<file path="config.mk">
export PLATFORM = sky130hd
export DESIGN_NAME = tsct_reduce
export DESIGN_NICKNAME = d
export VERILOG_FILES = /design/src/sv/tsct_pkg.sv /design/src/sv/tsct_reduce.sv
export SDC_FILE = /design/constraint.sdc
export NUM_CORES = 1
export LEC_CHECK = 0
export ABC_AREA = 1
export BUFFER_PORTS_ARGS = -buffer_cell sky130_fd_sc_hd__buf_4
export CAP_MARGIN = 0
export CORE_MARGIN = 10
export CORE_UTILIZATION = 45
export CTS_CLUSTER_DIAMETER = 200
export CTS_CLUSTER_SIZE = 16
export DETAILED_ROUTE_END_ITERATION = 7
export MAX_ROUTING_LAYER = met4
export PLACE_DENSITY = 0.6
export SKIP_CTS_REPAIR_TIMING = 1
export SLEW_MARGIN = 20
export SYNTH_ARGS = -nofsm -noshare
export SYNTH_HDL_FRONTEND = slang
export SYNTH_SLANG_ARGS = --single-unit
</file>
<file path="constraint.sdc">
create_clock -name clk_i -period 5.3 [get_ports clk_i]
set_input_delay 0 -clock clk_i [delete_from_list [all_inputs] [get_ports clk_i]]
set_output_delay 0 -clock clk_i [all_outputs]
set_load 0.1 [all_outputs]
</file>
<file path="src/sv/tsct_pkg.sv">
// shared types, constants and rounding multiply for the sine/cosine/tangent unit
`default_nettype none
package tsct_pkg;

  localparam int IF_BITS = 29;
  localparam int TW      = 36;

  localparam logic [1:0] OP_SIN = 2'd0;
  localparam logic [1:0] OP_COS = 2'd1;
  localparam logic [1:0] OP_TAN = 2'd2;

  localparam logic signed [31:0] VAL_MAX = 32'sh7FFFFFFF;
  localparam logic signed [31:0] VAL_MIN = 32'sh80000000;

  typedef logic signed [TW-1:0] term_t;

  typedef struct packed {
    logic       valid;
    logic [1:0] op;
  } tag_t;

  localparam logic [63:0] ONE_U = 64'd1 << IF_BITS;

  localparam term_t C_ONE     = term_t'(ONE_U);
  localparam term_t C_F2      = term_t'((ONE_U + 64'd1) / 64'd2);
  localparam term_t C_F3      = term_t'((ONE_U + 64'd3) / 64'd6);
  localparam term_t C_F4      = term_t'((ONE_U + 64'd12) / 64'd24);
  localparam term_t C_F5      = term_t'((ONE_U + 64'd60) / 64'd120);
  localparam term_t C_F6      = term_t'((ONE_U + 64'd360) / 64'd720);
  localparam term_t C_F7      = term_t'((ONE_U + 64'd2520) / 64'd5040);
  localparam term_t C_F8      = term_t'((ONE_U + 64'd20160) / 64'd40320);
  localparam term_t C_F9      = term_t'((ONE_U + 64'd181440) / 64'd362880);
  localparam term_t C_F10     = term_t'((ONE_U + 64'd1814400) / 64'd3628800);

  localparam logic signed [2*TW-1:0] FM_HALF  = (2*TW)'(1) << (IF_BITS - 1);
  localparam logic signed [2*TW-1:0] FM_HALFM = FM_HALF - (2*TW)'(1);

  // product rounded to nearest at IF_BITS, ties away from zero
  function automatic term_t fmul(term_t a, term_t b);
    logic signed [2*TW-1:0] p;
    logic signed [2*TW-1:0] r;
    p = a * b;
    r = (p + (p[2*TW-1] ? FM_HALFM : FM_HALF)) >>> IF_BITS;
    return term_t'(r);
  endfunction

endpackage
`default_nettype wire

</file>
<file path="src/sv/tsct_reduce.sv">
// range reduction of the angle into [-pi, pi], four pipeline stages
`default_nettype none
module tsct_reduce #(
  parameter int FRAC_BITS = 24
) (
  input  logic                 clk_i,
  input  logic                 rst_ni,
  input  logic                 en_i,
  input  tsct_pkg::tag_t       tag_i,
  input  logic signed [31:0]   angle_i,
  output tsct_pkg::tag_t       tag_o,
  output logic signed [31:0]   x_o
);
  import tsct_pkg::*;

  localparam int RW = 36;
  localparam int RS = 50;
  localparam int SH = IF_BITS - FRAC_BITS;
  localparam logic [63:0] PI60 = 64'h3243F6A8885A308D;
  localparam logic [63:0] PI_U = (PI60 + (64'd1 << (59 - FRAC_BITS))) >> (60 - FRAC_BITS);
  localparam logic [63:0] TP_U = (PI60 + (64'd1 << (58 - FRAC_BITS))) >> (59 - FRAC_BITS);
  localparam logic [63:0] RC_U = (64'd1 << RS) / TP_U;
  localparam logic signed [RW-1:0] PI_S = RW'(PI_U);
  localparam logic signed [RW-1:0] TP_S = RW'(TP_U);
  localparam logic signed [RW-1:0] RC_S = RW'(RC_U);

  tag_t tag1_q, tag2_q, tag3_q, tag4_q;
  logic signed [31:0]     v1_q, v2_q, v3_q;
  logic signed [2*RW-1:0] p1_q;
  logic signed [2*RW-1:0] p1_d;
  logic signed [RW-1:0]   u;
  logic signed [15:0]     k;
  logic signed [RW-1:0]   kp2_q, kp2_d;
  logic signed [RW-1:0]   r0, r1_d, r1_q;
  logic signed [RW-1:0]   v3s, r4;
  logic signed [31:0]     x4_q, x4_d;

  // quotient estimate by reciprocal
  assign u    = RW'(angle_i) + PI_S;
  assign p1_d = u * RC_S;
  assign k    = $signed(p1_q[RS+15:RS]);
  assign kp2_d = RW'(k * TP_S);

  // estimate may be one step off either way
  always_comb begin
    r0 = RW'(v2_q) - kp2_q;
    if (r0 < -PI_S) begin
      r1_d = r0 + TP_S;
    end else if (r0 >= TP_S - PI_S) begin
      r1_d = r0 - TP_S;
    end else begin
      r1_d = r0;
    end
  end

  // interval end depends on the side the angle came from
  always_comb begin
    v3s = RW'(v3_q);
    if (v3s > PI_S) begin
      if (r1_q > PI_S) begin
        r4 = r1_q - TP_S;
      end else if (r1_q <= PI_S - TP_S) begin
        r4 = r1_q + TP_S;
      end else begin
        r4 = r1_q;
      end
    end else if (v3s < -PI_S) begin
      r4 = r1_q;
    end else begin
      r4 = v3s;
    end
    x4_d = 32'(r4 <<< SH);
  end

  always_ff @(posedge clk_i or negedge rst_ni) begin
    if (!rst_ni) begin
      tag1_q <= '0;
      tag2_q <= '0;
      tag3_q <= '0;
      tag4_q <= '0;
    end else if (en_i) begin
      tag1_q <= tag_i;
      tag2_q <= tag1_q;
      tag3_q <= tag2_q;
      tag4_q <= tag3_q;
    end
  end

  always_ff @(posedge clk_i) begin
    if (en_i) begin
      v1_q  <= angle_i;
      p1_q  <= p1_d;
      v2_q  <= v1_q;
      kp2_q <= kp2_d;
      v3_q  <= v2_q;
      r1_q  <= r1_d;
      x4_q  <= x4_d;
    end
  end

  assign tag_o = tag4_q;
  assign x_o   = x4_q;

endmodule
`default_nettype wire

</file>
Yosys cells after proc, flatten, opt, wreduce, memory -nomap -nowiden
Index checks and enable logic that the tools add are counted.

storage, ports and cells
  bits in registers = 265
  bits in latches = 0
  RAM bits = 0
  memory bits (read-only) = 0
  bits of input ports = 38
  output and inout bits = 35
  logic and storage cells = 35
  memories = 0

cells by class
  add/subtract/negate cells = 6
  multipliers = 2
  div/mod/pow operators = 0
  $lt $le $gt $ge = 6
  eq/ne operators = 0
  shifts and indexed selects = 0
  mux-type cells = 6
  bitwise gates (word level) = 0
  reductions and logical operators = 0

operator list
  cell                                                                                   number
  27-bit two-way mux                                                                     4
  36-bit two-way mux                                                                     2
  33-bit by 25-bit multiplier with 58-bit output, second input constant                  1
  36-bit by 28-bit adder with 36-bit output, second input constant                       1
  36-bit by 27-bit greater-or-equal comparator with 1-bit output, second input constant  1
  36-bit by 27-bit greater-than comparator with 1-bit output, second input constant      1
  36-bit by 27-bit less-or-equal comparator with 1-bit output, second input constant     1
  36-bit by 27-bit < comparator with 1-bit output, second input constant                 1
  8-bit by 28-bit multiplier with 36-bit output, second input constant                   1
  32-bit by 36-bit subtractor with 36-bit output                                         1
  36-bit by 28-bit subtractor with 36-bit output, second input constant                  1
  32-bit by 27-bit adder with 33-bit output, second input constant                       1
  32-bit by 27-bit greater-than comparator with 1-bit output, second input constant      1
  32-bit by 27-bit < comparator with 1-bit output, second input constant                 1
  27-bit by 26-bit adder with 27-bit output, second input constant                       1
  27-bit by 26-bit subtractor with 27-bit output, second input constant                  1

Depth between registers and ports, before layout
  depth in word-level cells = 4
  mapped depth = 42
  mapped depth without buffers = 42

Least setup slack after synthesis
No wires, ideal clock.

  path type = input port to flip-flop
  start point = in angle_i[8]
  end point = reg p1_q[50], data pin
  setup time = 0.265 ns
  data arrival time = 6.908 ns
  data required time = 5.035 ns
  setup slack = -1.873 ns
  stages = 33
  path buffers = 0
  path through = inv_1 -> nand2_1 -> nor2_2 -> inv_1 -> a21oi_1 -> nand2_2 -> a21oi_4 -> inv_2 -> a221oi_1 -> a21oi_1 -> xor2_1 -> inv_1 -> ha_1 -> fa_1 -> inv_1 -> fa_1 -> inv_1 -> fa_1 -> fa_1 -> fa_1 -> inv_1 -> fa_1 -> inv_1 -> ha_1 -> nand2_1 -> nor2_1 -> inv_1 -> nor4_1 -> nand2_1 -> nor2_1 -> a211oi_1 -> o211ai_1 -> xor2_1

on the way
  longest elaborated chain between the ends = 2

RTL lines
  item                                            RTL line           source
  from (decl)                                     tsct_reduce.sv:10  input logic signed [31:0] angle_i,
  32-bit by 27-bit adder with 33-bit output       tsct_reduce.sv:39  assign u = RW'(angle_i) + PI_S;
  33-bit by 25-bit multiplier with 58-bit output  tsct_reduce.sv:40  assign p1_d = u * RC_S;
  net p1_d[50]                                    tsct_reduce.sv:30  logic signed [2*RW-1:0] p1_d;
  to (signal assigned)                            tsct_reduce.sv:92  p1_q <= p1_d;
  to (decl)                                       tsct_reduce.sv:29  logic signed [2*RW-1:0] p1_q;

The timed path passes the listed nets, and every way through them passes these cells.
A chain may end at the register's enable or synchronous reset.

Worst setup path in the final report
  start point = in angle_i[0]
  end point = reg p1_q[52], data pin

The elaborated chain is that of the path after synthesis.

==> results.ini <==
[sta]
setup_viol = 8
period_share = 1.242
relSlewSlack = 0.4280
hold_violations = 2
skew_ns = 0.04011
rsz0062_at_grt = yes
timing.hold.ws_ns = -0.01703
fmax_ghz = 0.1520
final.setup.worst_slack_ns = -1.281
tightestPinTransition_ns = 0.8580
period_minus_slack_ns = 6.581
fin_tns_setup_ns = -9.509
drv_slew = 0

[setup_path]
cp-end-kind = flop
cp-start-kind = primary input
worst_path_most_repeated_cell = fa_1
slowest_stage = fa_1
crit_arrival_ns = 6.82
timing.critical_path.from = angle_i[0]
cp_max_fo = 5
rr_startpoint = p1_q[53]
crit_type = primary input to flop
required_ns = 5.54
cpPeakStageDelay_ns = 0.55

[global_route]
grt_antenna_before_repair = 2
first_global_vias = 29960
grt_max_degree = 119
grt_pass1_wl_um = 165200
grt-ovfl-total = 0
grtUsageTotal = 0.2503

[final_layout]
areaGrowthSynthToFinish_pct = 21.21
final_common_cell = inv_1
nets = 5695
final_cell_area_mm2 = 0.04084
instances_no_fill = 5903
layout_common_cells = inv_1 (1007), nand2_1 (914), buf_4 (530)
drive_gt1_frac = 0.1811

[route]
wl_um = 105200
routed.top_layer = met4
firstDrtPassIters = 6
routed-wl-met2_um = 53610
wl_met1_um = 44350
vias = 29860
drtIter0Drc = 2122
viasPerCell = 5.058
wl_per_cell_um = 17.82
ant_nets = 0
drc = 0
wl_met3_um = 3527

[yosys]
ys_async_sr_fraction = 0.05581
synth_warnings = 0
ys_seq_area_frac = 0.1898
synth_top_area_frac = 0.2020
yosysTopAreaCell = fa_1
synth_area_leaders = fa_1 (20%), edfxtp_1 (18%), ha_1 (15%)
syn_area_per_cell_um2 = 7.714
ys.flop_type = edfxtp_1
yosysUniqueCellTypes = 67
netlist_instances = 4368
syn_area_mm2 = 0.03369
synth-seq-cells = 215
synth_edf_count = 203

[placement]
postPlaceCellArea_mm2 = 0.03901
dpl.hpwl_um = 90990
placed_cells = 5812
gp_congestion = 0.9837
numPortBuffers = 67

[hold_path]
hold_class = primary input to flop
holdCritStartpoint = en_i

[floorplanning]
die_area_mm2 = 0.08622
die-width_um = 293.6
die-height_um = 293.6
core_mm2 = 0.07432
initial_core_util = 0.4534
rows = 100
boundaryPins = 73

[clock_network]
clock_latency_ns = 0.52
ctsRootBufferMaster = clkbuf_16
clk_path_buf_depth = 3
htree_levels = 1
clk_pin_slew_worst_paths_ns = 0.07
cts_tree = yes
cts_sinks = 215
numCtsBuffers = 17

[run_status]
status = complete, but fails checks
failed_checks = hold timing, setup timing

[flow_run]
drv_cap = 0

[cell usage after synthesis (9+ instances only)]
library cell / count
a21boi_0: 10
a21o_1: 15
a21oi_1: 203
buf_2: 13
clkbuf_1: 23
dfrtp_1: 12
edfxtp_1: 203
fa_1: 340
ha_1: 391
inv_1: 1054
inv_2: 21
nand2_1: 954
nand2_2: 35
nand3_1: 206
nand3_2: 17
nand3b_1: 9
nand4_1: 84
nor2_1: 255
nor2_2: 16
nor3_1: 51
nor4_1: 25
o211ai_1: 14
o21ai_0: 144
o21bai_1: 15
xnor2_1: 32
xor2_1: 105
[routing by layer]
metal  vias to the layer above  global-route usage
li1                      14840                   -
met1                     14200              0.2987
met2                       672              0.4479
met3                       150             0.01538
met4                         0             0.07831
met5                         -                   -
[per-stage QoR]
step	utilization	hold WS (ns)	setup WS, ns
finish	0.5495	-0.01703	-1.281
global route	0.5495	0.06448	-1.519
CTS	0.5311	-0.7125	-1.586
detailed placement	0.5249	-0.1510	-2.078
global placement	0.5249	-0.1537	-2.027
floorplan	-	-0.2956	-1.284
[sequential cells by signal (all words and copies together), names as in the netlist, 8 cells and up]
register / flops
x_o: 27
kp2_q: 36
v1_q: 32
v2_q: 32
p1_q: 8
v3_q: 32
r1_q: 36
[cell type report]
class / instances / area (um2)
Clock buffer: 23 / 447.9
Multi-Input combinational cell: 3028 / 24140
Inverter: 1084 / 4095
Antenna cell: 3 / 7.507
Timing Repair Buffer: 580 / 4529
Clock inverter: 1 / 11.26
Tap cell: 969 / 1212
Fill cell: 7122 / 33480
Sequential cell: 215 / 6396
[kinds of logic after synthesis]
| group | synth area share |
|---|---|
| AND/OR/NAND/NOR | 0.2163 |
| buffers and inverters | 0.1282 |
| adder cells (fa/ha/maj) | 0.3475 |
| AO/OA/AOI/OAI | 0.07961 |
| flip-flops | 0.1898 |
| XOR/XNOR | 0.03788 |
| multiplexers | 0.0005942 |
| other | 0.0001113 |
[final timing paths]
path	end	slack (ns)	cells after the start
max in group asynchronous	tag_o[1]	4.39	3
min in group asynchronous	tag3_q[0]	0.55	3
setup / recovery	p1_q[52]	-1.28	33
hold reg to reg	v2_q[19]	0.41	0
hold / removal	tag3_q[0]	-0.02	3
setup reg to reg	kp2_q[30]	0.40	14
[critical path, delay by kind of cell]
kind | cells | cell delay (ns)
XOR/XNOR | 2 | 0.22
adder cells (fa/ha/maj) | 9 | 3.69
buffers and inverters | 10 | 0.94
AND/OR/NAND/NOR | 12 | 1.95
Power is not shown: default switching activity piles up to over one toggle a cycle in this logic, so the estimate is an artifact.
