==> src/sv/tsct_pkg.sv <==
// shared types, constants and rounding multiply for the sine/cosine/tangent unit
`default_nettype none
package tsct_pkg;

  localparam int IF_BITS = 29;
  localparam int TW      = 36;

  localparam logic [1:0] OP_SIN = 2'd0;
  localparam logic [1:0] OP_COS = 2'd1;
  localparam logic [1:0] OP_TAN = 2'd2;

  localparam logic signed [31:0] VAL_MAX = 32'sh7FFFFFFF;
  localparam logic signed [31:0] VAL_MIN = 32'sh80000000;

  typedef logic signed [TW-1:0] term_t;

  typedef struct packed {
    logic       valid;
    logic [1:0] op;
  } tag_t;

  localparam logic [63:0] ONE_U = 64'd1 << IF_BITS;

  localparam term_t C_ONE     = term_t'(ONE_U);
  localparam term_t C_F2      = term_t'((ONE_U + 64'd1) / 64'd2);
  localparam term_t C_F3      = term_t'((ONE_U + 64'd3) / 64'd6);
  localparam term_t C_F4      = term_t'((ONE_U + 64'd12) / 64'd24);
  localparam term_t C_F5      = term_t'((ONE_U + 64'd60) / 64'd120);
  localparam term_t C_F6      = term_t'((ONE_U + 64'd360) / 64'd720);
  localparam term_t C_F7      = term_t'((ONE_U + 64'd2520) / 64'd5040);
  localparam term_t C_F8      = term_t'((ONE_U + 64'd20160) / 64'd40320);
  localparam term_t C_F9      = term_t'((ONE_U + 64'd181440) / 64'd362880);
  localparam term_t C_F10     = term_t'((ONE_U + 64'd1814400) / 64'd3628800);

  localparam logic signed [2*TW-1:0] FM_HALF  = (2*TW)'(1) << (IF_BITS - 1);
  localparam logic signed [2*TW-1:0] FM_HALFM = FM_HALF - (2*TW)'(1);

  // product rounded to nearest at IF_BITS, ties away from zero
  function automatic term_t fmul(term_t a, term_t b);
    logic signed [2*TW-1:0] p;
    logic signed [2*TW-1:0] r;
    p = a * b;
    r = (p + (p[2*TW-1] ? FM_HALFM : FM_HALF)) >>> IF_BITS;
    return term_t'(r);
  endfunction

endpackage
`default_nettype wire

==> src/sv/tsct_div.sv <==
// pipelined radix-2 divider for tangent with clamping and result select
`default_nettype none
module tsct_div #(
  parameter int FRAC_BITS = 24
) (
  input  logic                 clk_i,
  input  logic                 rst_ni,
  input  logic                 en_i,
  input  tsct_pkg::tag_t       tag_i,
  input  logic signed [31:0]   sin_i,
  input  logic signed [31:0]   cos_i,
  output tsct_pkg::tag_t       tag_o,
  output logic signed [31:0]   value_o,
  output logic                 saturated_o
);
  import tsct_pkg::*;

  localparam int DW = FRAC_BITS + 1;
  localparam int NW = 2 * FRAC_BITS + 1;
  localparam int HW = NW - 32;
  localparam int NS = 16;

  typedef struct packed {
    logic czero;
    logic spos;
    logic ovf;
    logic neg;
  } dflag_t;

  tag_t               tag_q  [0:NS];
  dflag_t             flag_q [0:NS];
  logic [DW-1:0]      rem_q  [0:NS];
  logic [DW-1:0]      d_q    [0:NS];
  logic [31:0]        low_q  [0:NS];
  logic [31:0]        quo_q  [0:NS];
  logic signed [31:0] res_q  [0:NS];

  logic [31:0]        sabs, cabs;
  logic [DW-1:0]      sm, cm;
  logic [NW-1:0]      num;
  logic [HW-1:0]      hi;
  dflag_t             flag_d;
  logic signed [31:0] res_d;

  always_comb begin
    sabs = sin_i[31] ? 32'(-sin_i) : 32'(sin_i);
    cabs = cos_i[31] ? 32'(-cos_i) : 32'(cos_i);
    sm   = sabs[DW-1:0];
    cm   = cabs[DW-1:0];
    num  = NW'(sm) << FRAC_BITS;
    hi   = num[NW-1:32];
    flag_d.czero = (cos_i == 32'sd0);
    flag_d.spos  = !sin_i[31] && (sin_i != 32'sd0);
    flag_d.ovf   = {{DW{1'b0}}, hi} >= {{HW{1'b0}}, cm};
    flag_d.neg   = sin_i[31] ^ cos_i[31];
    case (tag_i.op)
      OP_SIN:  res_d = sin_i;
      OP_COS:  res_d = cos_i;
      default: res_d = 32'sd0;
    endcase
  end

  always_ff @(posedge clk_i or negedge rst_ni) begin
    if (!rst_ni) begin
      for (int i = 0; i <= NS; i++) begin
        tag_q[i] <= '0;
      end
    end else if (en_i) begin
      tag_q[0] <= tag_i;
      for (int i = 1; i <= NS; i++) begin
        tag_q[i] <= tag_q[i-1];
      end
    end
  end

  always_ff @(posedge clk_i) begin
    if (en_i) begin
      flag_q[0] <= flag_d;
      rem_q[0]  <= DW'(hi);
      d_q[0]    <= cm;
      low_q[0]  <= num[31:0];
      quo_q[0]  <= '0;
      res_q[0]  <= res_d;
    end
  end

  // two quotient bits per stage
  for (genvar j = 1; j <= NS; j++) begin : g_div
    logic [DW:0]   a1, a2;
    logic [DW-1:0] r1, r2;
    logic          b1, b2;

    always_comb begin
      a1 = {rem_q[j-1], low_q[j-1][31]};
      b1 = a1 >= {1'b0, d_q[j-1]};
      r1 = b1 ? DW'(a1 - {1'b0, d_q[j-1]}) : DW'(a1);
      a2 = {r1, low_q[j-1][30]};
      b2 = a2 >= {1'b0, d_q[j-1]};
      r2 = b2 ? DW'(a2 - {1'b0, d_q[j-1]}) : DW'(a2);
    end

    always_ff @(posedge clk_i) begin
      if (en_i) begin
        flag_q[j] <= flag_q[j-1];
        rem_q[j]  <= r2;
        d_q[j]    <= d_q[j-1];
        low_q[j]  <= {low_q[j-1][29:0], 2'b00};
        quo_q[j]  <= {quo_q[j-1][29:0], b1, b2};
        res_q[j]  <= res_q[j-1];
      end
    end
  end

  tag_t               tag_out_q;
  logic signed [31:0] val_q, val_d;
  logic               sat_q, sat_d;
  logic [31:0]        qm;
  dflag_t             fl;

  always_comb begin
    qm    = quo_q[NS];
    fl    = flag_q[NS];
    val_d = res_q[NS];
    sat_d = 1'b0;
    if (tag_q[NS].op == OP_TAN) begin
      if (fl.czero) begin
        val_d = fl.spos ? VAL_MAX : VAL_MIN;
        sat_d = 1'b1;
      end else if (fl.ovf) begin
        val_d = fl.neg ? VAL_MIN : VAL_MAX;
        sat_d = 1'b1;
      end else if (fl.neg) begin
        if (qm > 32'h80000000) begin
          val_d = VAL_MIN;
          sat_d = 1'b1;
        end else begin
          val_d = $signed(32'(-qm));
        end
      end else begin
        if (qm[31]) begin
          val_d = VAL_MAX;
          sat_d = 1'b1;
        end else begin
          val_d = $signed(qm);
        end
      end
    end
  end

  always_ff @(posedge clk_i or negedge rst_ni) begin
    if (!rst_ni) begin
      tag_out_q <= '0;
    end else if (en_i) begin
      tag_out_q <= tag_q[NS];
    end
  end

  always_ff @(posedge clk_i) begin
    if (en_i) begin
      val_q <= val_d;
      sat_q <= sat_d;
    end
  end

  assign tag_o       = tag_out_q;
  assign value_o     = val_q;
  assign saturated_o = sat_q;

endmodule
`default_nettype wire

==> config.mk <==
export PLATFORM = sky130hd
export DESIGN_NAME = tsct_div
export DESIGN_NICKNAME = d
export VERILOG_FILES = /design/src/sv/tsct_pkg.sv /design/src/sv/tsct_div.sv
export SDC_FILE = /design/constraint.sdc
export NUM_CORES = 2
export LEC_CHECK = 0
export ABC_AREA = 1
export BUFFER_PORTS_ARGS = -buffer_cell sky130_fd_sc_hd__clkbuf_2
export CAP_MARGIN = 30
export CORE_MARGIN = 2
export CORE_UTILIZATION = 25
export DETAILED_ROUTE_END_ITERATION = 10
export PLACE_DENSITY = 0.43
export SLEW_MARGIN = 25
export SYNTH_ARGS = -nofsm -noshare
export SYNTH_HDL_FRONTEND = slang
export SYNTH_SLANG_ARGS = --single-unit
==> constraint.sdc <==
create_clock -name clk_i -period 4 [get_ports clk_i]
set_input_delay 0.2 -clock clk_i [delete_from_list [all_inputs] [get_ports clk_i]]
set_output_delay 0.2 -clock clk_i [all_outputs]
set_load 0.03 [all_outputs]
# [After elaboration in Yosys (flattened, before gate mapping)]
# Memories as Yosys holds them, arrays and structs flattened.
# Cells that the tools add are included.
[word_totals] reg_bits=87 ramBits=2516 input_bits=70 word_cells=171 memories=6
[mem_list] memory="quo_q" words=17 word_bits=32 read_ports=17 rd_ports_with_merged_regs=0 write_ports=17 line_no="tsct_div.sv:35" source="logic [31:0] quo_q [0:NS];"
[mem_list] memory="res_q" words=17 word_bits=32 read_ports=17 rd_ports_with_merged_regs=0 write_ports=17 line_no="tsct_div.sv:36" source="logic signed [31:0] res_q [0:NS];"
[mem_list] memory="low_q" words=17 word_bits=30 read_ports=16 rd_ports_with_merged_regs=0 write_ports=17 line_no="tsct_div.sv:34" source="logic [31:0] low_q [0:NS];"
[mem_list] memory="d_q" words=17 word_bits=25 read_ports=16 rd_ports_with_merged_regs=0 write_ports=17 line_no="tsct_div.sv:33" source="logic [DW-1:0] d_q [0:NS];"
[mem_list] memory="rem_q" words=17 word_bits=25 read_ports=16 rd_ports_with_merged_regs=0 write_ports=17 line_no="tsct_div.sv:32" source="logic [DW-1:0] rem_q [0:NS];"
[mem_list] memory="flag_q" words=17 word_bits=4 read_ports=17 rd_ports_with_merged_regs=0 write_ports=17 line_no="tsct_div.sv:31" source="dflag_t flag_q [0:NS];"
[op_classes] addsub=35 magnitude_cmp=34 eq_ne=2 n_mux=50 bitwise=1 n_reduce_logical=5
[op_table] operator="$mux W25" n=34
[op_table] operator="$ge A26 B25 Y1" n=32
[op_table] operator="$sub A25 B25 Y25" n=32
[op_table] operator="$mux W32" n=7
[op_table] operator="$pmux W32 S2" n=1
[op_table] operator="$neg A25 Y25" n=2
[op_table] operator="$gt A32 B32 Y1 const B" n=1
[op_table] operator="$logic_not A32 Y1" n=1
[op_table] operator="$neg A32 Y32" n=1
[op_table] operator="$reduce_bool A32 Y1" n=1
[op_table] operator="$mux W31" n=1
[op_table] operator="$ge A17 B25 Y1" n=1
[op_table] operator="$mux W1" n=7
[op_table] operator="$eq A2 B1 Y1 const B" n=1
[op_table] operator="$eq A2 B2 Y1 const B" n=1
[op_table] operator="$logic_not A2 Y1" n=1
[op_table] operator="$logic_and A1 B1 Y1" n=1
[op_table] operator="$logic_not A1 Y1" n=1
[op_table] operator="$xor A1 B1 Y1" n=1

# [Depth between registers and ports, before layout]
# An unclocked memory read counts as a cell.
[depth] word_depth=7 depth_mapped=31 depth_no_buf=29

# [Worst setup path before layout]
# OpenSTA, ideal clock, no wires.
[synth_timing] path_kind="register to register" from="mem d_q[0][275] in the netlist's numbering" to="mem rem_q[0][306] in the netlist's numbering (data pin)" setup_time_ps=258 t_arrival_ps=3666 t_required_ps=3742 slack_ps=76 path_stages_with_launch=27 path_buffers=2 period_less_slack_ps=3924 cell_sequence="edfxtp_1 > inv_1 > fa_1 > nand3_1 > nand2_2 > nand2_1 > nand2_2 > nand2_1 > nand2_2 > nand2_2 > nand3_2 > inv_4 > buf_4 > nand2_1 > o21ai_0 > ha_1 > nand2_1 > nand2_1 > o21bai_1 > o21bai_2 > nand2_1 > nand3_2 > nand2_1 > nand3_4 > clkbuf_1 > o21ai_0 > nand2_1"
[synth_lines] item="start, declared" line_no="tsct_div.sv:33"
[synth_lines] item="end, declared" line_no="tsct_div.sv:32"

==> results.md <==
- Period Utilization, post-route: 1.048
- Initial DRC Count: around 7600
- Vias: roughly 110k
- Crit path DAT: approximately 4.8 ns
- Die X: 685.1 um
- Count of cell types in the netlist: 65
- CTS clock-pin slew for the worst setup and hold paths: ~0.060 ns
- Filler cells: 47020
- Wire length of the first global-routing pass: a little under 700000 um
- # DRC: 0
- Cell count after placement: between 20000 and 25000
- WL/cell: roughly 18 um
- Endpoints failing setup: between 200 and 300
- Status: finished, violations left
- Vias in the first global route: around 110k
- Non-Filler Instances: between 20000 and 30000
- Worst path max stage delay: between 0.4 and 0.5 ns
- Max Clock Skew: roughly 0.04 ns
- Nets: 19740
- F_max: 238.5 MHz
- Clock Sinks: around 1800
- Die height: 685.1 um
- Die Area: ~470000 um2
- Least-Margin Pin Slew: roughly 1 ns
- Yosys reg bits: 1783
- Net Count, Synth: approximately 15000
- ANT nets after route: 0
- Slew Viols, Final: 0
- Ys Warns: 0
- CP dominant cell by count: nand2_2
- GP Congestion: 0.9271
- Synth top area share: 0.4477
- Input/output buffers: roughly 110
- Fraction of layout instances using a drive strength above 1: 0.4120
- Cell count after synthesis: approximately 14000
- Maximum Capacitance Violations: 0
- Global-route usage over all layers: 0.1856
- Nature of the critical path startpoint: flip-flop
- # IOs: 106
- Failing checks: setup timing
- Row cnt: between 200 and 300
- Ys flop type: edfxtp_1
- Max_slew headroom: 0.3499
- Fraction of registers with async set/reset: 0.03029
- Setup TNS: -16.58 ns
- Hold Vio Cnt, Final: 0
- Clk Latency, worst-skew pair: around 0.9 ns
- Core area: around 460000 um2
- Area grow syn2layout: 57.52%
- Antenna violations before repair: 11
- Post-synth EDFFs: 1729
- Slowest-stage cell, CP: edfxtp_1
- Starting Density: 0.2505
- Pre-antenna DRT Iters: 6
- H-tree levels: 4
- GR Overflow Total: 0
- CTS Buf Count: around 200
- Clk buf depth: 4
- Worst EP required: 4.64 ns
- Largest cells by area after synthesis: edfxtp_1, nand2_1, ha_1, inv_1, a21oi_1
- Class of the worst hold path: in -> reg
- CP Capture Type: flip-flop
- Pre-CTS WS: -0.9107 ns
- DP Area: about 150000 um2
- Worst Path Max Fanout: 7
- Final WS setup: -0.1934 ns
- Minimum clock period: 4.193 ns
- Synthesized cell area: ~120000 um2
- Largest net degree at the start of global routing: approximately 120
- Syn Area/Cell: approximately 8.4 um2
- Seq/Total Area, Yosys: 0.4593
- Top cell type by total area after synthesis: edfxtp_1
- Final instance area: approximately 180000 um2
- CTS tree: done
- RSZ-0062 raised after global routing: true
- WS Path Type: reg -> reg
- Clk root buf: clkbuf_16
- Post-Route WL: ~450000 um
- Vias per cell: roughly 4.5
- Post-DP HPWL: between 300000 and 400000 um
## repair_timing
item | CTS | global route
setup endpoints to repair | 390 | 391
hold endpoints to repair | 164 | 0
gates resized for setup | 2145 | 1183
pin swaps | 508 | 492
hold buffers | 100 | 0
setup buffers | 591 | 207
cloned | 63 | 4
## cell families after synthesis
kind of cell | after synthesis | synth area share
mux | 3 | 0.0002913
simple gates | 6470 | 0.2379
fa+ha+maj | 820 | 0.08976
flops | 1783 | 0.4593
compound gates | 2169 | 0.1025
buf+inv | 1924 | 0.06729
xor+xnor | 568 | 0.04290
## metal layers
layer | track usage | part of all wire | vias to the layer above
met5 | 0 | 0 | -
met4 | 0.05025 | 0.031 | 0
met3 | 0.01851 | 0.039 | 562
met2 | 0.3156 | 0.47 | 2119
met1 | 0.2505 | 0.46 | 53180
li1 | - | - | 56660
## state kept, by name (all words and copies together) (netlist names)
| signal | flops |
|---|---|
| d_q | 400 |
| quo_q | 272 |
| tag_o | 3 |
| flag_q | 68 |
| low_q | 20 |
| value_o | 32 |
| saturated_o | 1 |
| res_q | 544 |
| tag_q | 51 |
| rem_q | 392 |
## synthesized netlist by cell type (48+ instances only)
cell,instances
nand2_1,3965
edfxtp_1,1729
inv_1,1704
nor2_1,1033
a21oi_1,914
ha_1,800
o21ai_0,780
nand3_1,717
xor2_1,313
nand4_1,302
xnor2_1,255
o21bai_1,164
nor3_1,120
o21ai_1,84
nand3b_1,61
dfrtp_1,54
buf_4,48
clkbuf_1,48
nand2_2,48
## placed cells by master (no fill, tap or decap), types with 54 or more instances in the layout
cell | synthesis | routed
o21ai_2 | 18 | 118
nand3_2 | 28 | 101
a21oi_2 | 20 | 275
nand3b_1 | 61 | 61
clkbuf_2 | 7 | 104
nand4_1 | 302 | 302
o21ai_4 | 0 | 56
buf_4 | 48 | 4613
xor2_1 | 313 | 303
ha_1 | 800 | 435
nand2_2 | 48 | 633
buf_6 | 41 | 122
inv_1 | 1704 | 1480
nor2_1 | 1033 | 855
dfrtp_1 | 54 | 54
nand3_4 | 15 | 56
nor2_4 | 16 | 86
o21ai_1 | 84 | 201
a21oi_1 | 914 | 610
clkbuf_16 | 0 | 203
inv_2 | 12 | 220
nor3_1 | 120 | 77
ha_4 | 0 | 356
nand2_4 | 0 | 194
o21bai_1 | 164 | 142
nand2_1 | 3965 | 3185
o21ai_0 | 780 | 507
buf_12 | 0 | 92
nand3_1 | 717 | 606
dlygate4sd3_1 | 0 | 100
xnor2_1 | 255 | 244
nor2_2 | 23 | 133
edfxtp_1 | 1729 | 1729
## per-stage QoR
step                        util  hold slack [ns]
final                     0.3946          0.09171
after global routing      0.3946          0.06040
after CTS                 0.3814         0.002075
after detailed placement  0.3332           0.3900
after global placement    0.3332           0.3845
after floorplan                -         -0.09559
## area by class of cell
type / instances / area [um2] / area share
Inverter: 1729 / 6656 / 0.03644
Multi-Input combinational cell: 10040 / 67570 / 0.3699
Sequential cell: 1783 / 53270 / 0.2916
Timing Repair Buffer: 5090 / 40670 / 0.2226
Antenna cell: 4 / 10.01 / 0.00005479
Clock inverter: 128 / 1379 / 0.007548
Timing Repair inverter: 14 / 171.4 / 0.0009383
Clock buffer: 238 / 5220 / 0.02857
Tap cell: 6174 / 7725 / 0.04229
## worst max-delay path, delay by kind of cell (launching register included)
kind	cells	cell delay (ns)
AND/OR/NAND/NOR	16	1.55
buffers and inverters	9	1.24
adder cells (fa/ha/maj)	2	0.54
flip-flops	1	0.43
AO/OA/AOI/OAI	1	0.13
## path summary, 6_finish.rpt
kind / startpoint / end / slack (ns) / cells after the start
max reg2reg: rem_q[0][98] / quo_q[0][128] / -0.19 / 28
min in group asynchronous: rst_ni / tag_q[26] / 0.53 / 4
min reg2reg: quo_q[0][163] / quo_q[0][197] / 0.40 / 0
min: sin_i[0] / low_q[0][22] / 0.09 / 2
max: rem_q[0][98] / quo_q[0][128] / -0.19 / 28
max in group asynchronous: rst_ni / tag_q[19] / 3.00 / 4
Power is left out: the tool's default activity adds up to more than one toggle a clock period on the data nets, which glitch-free logic cannot reach.
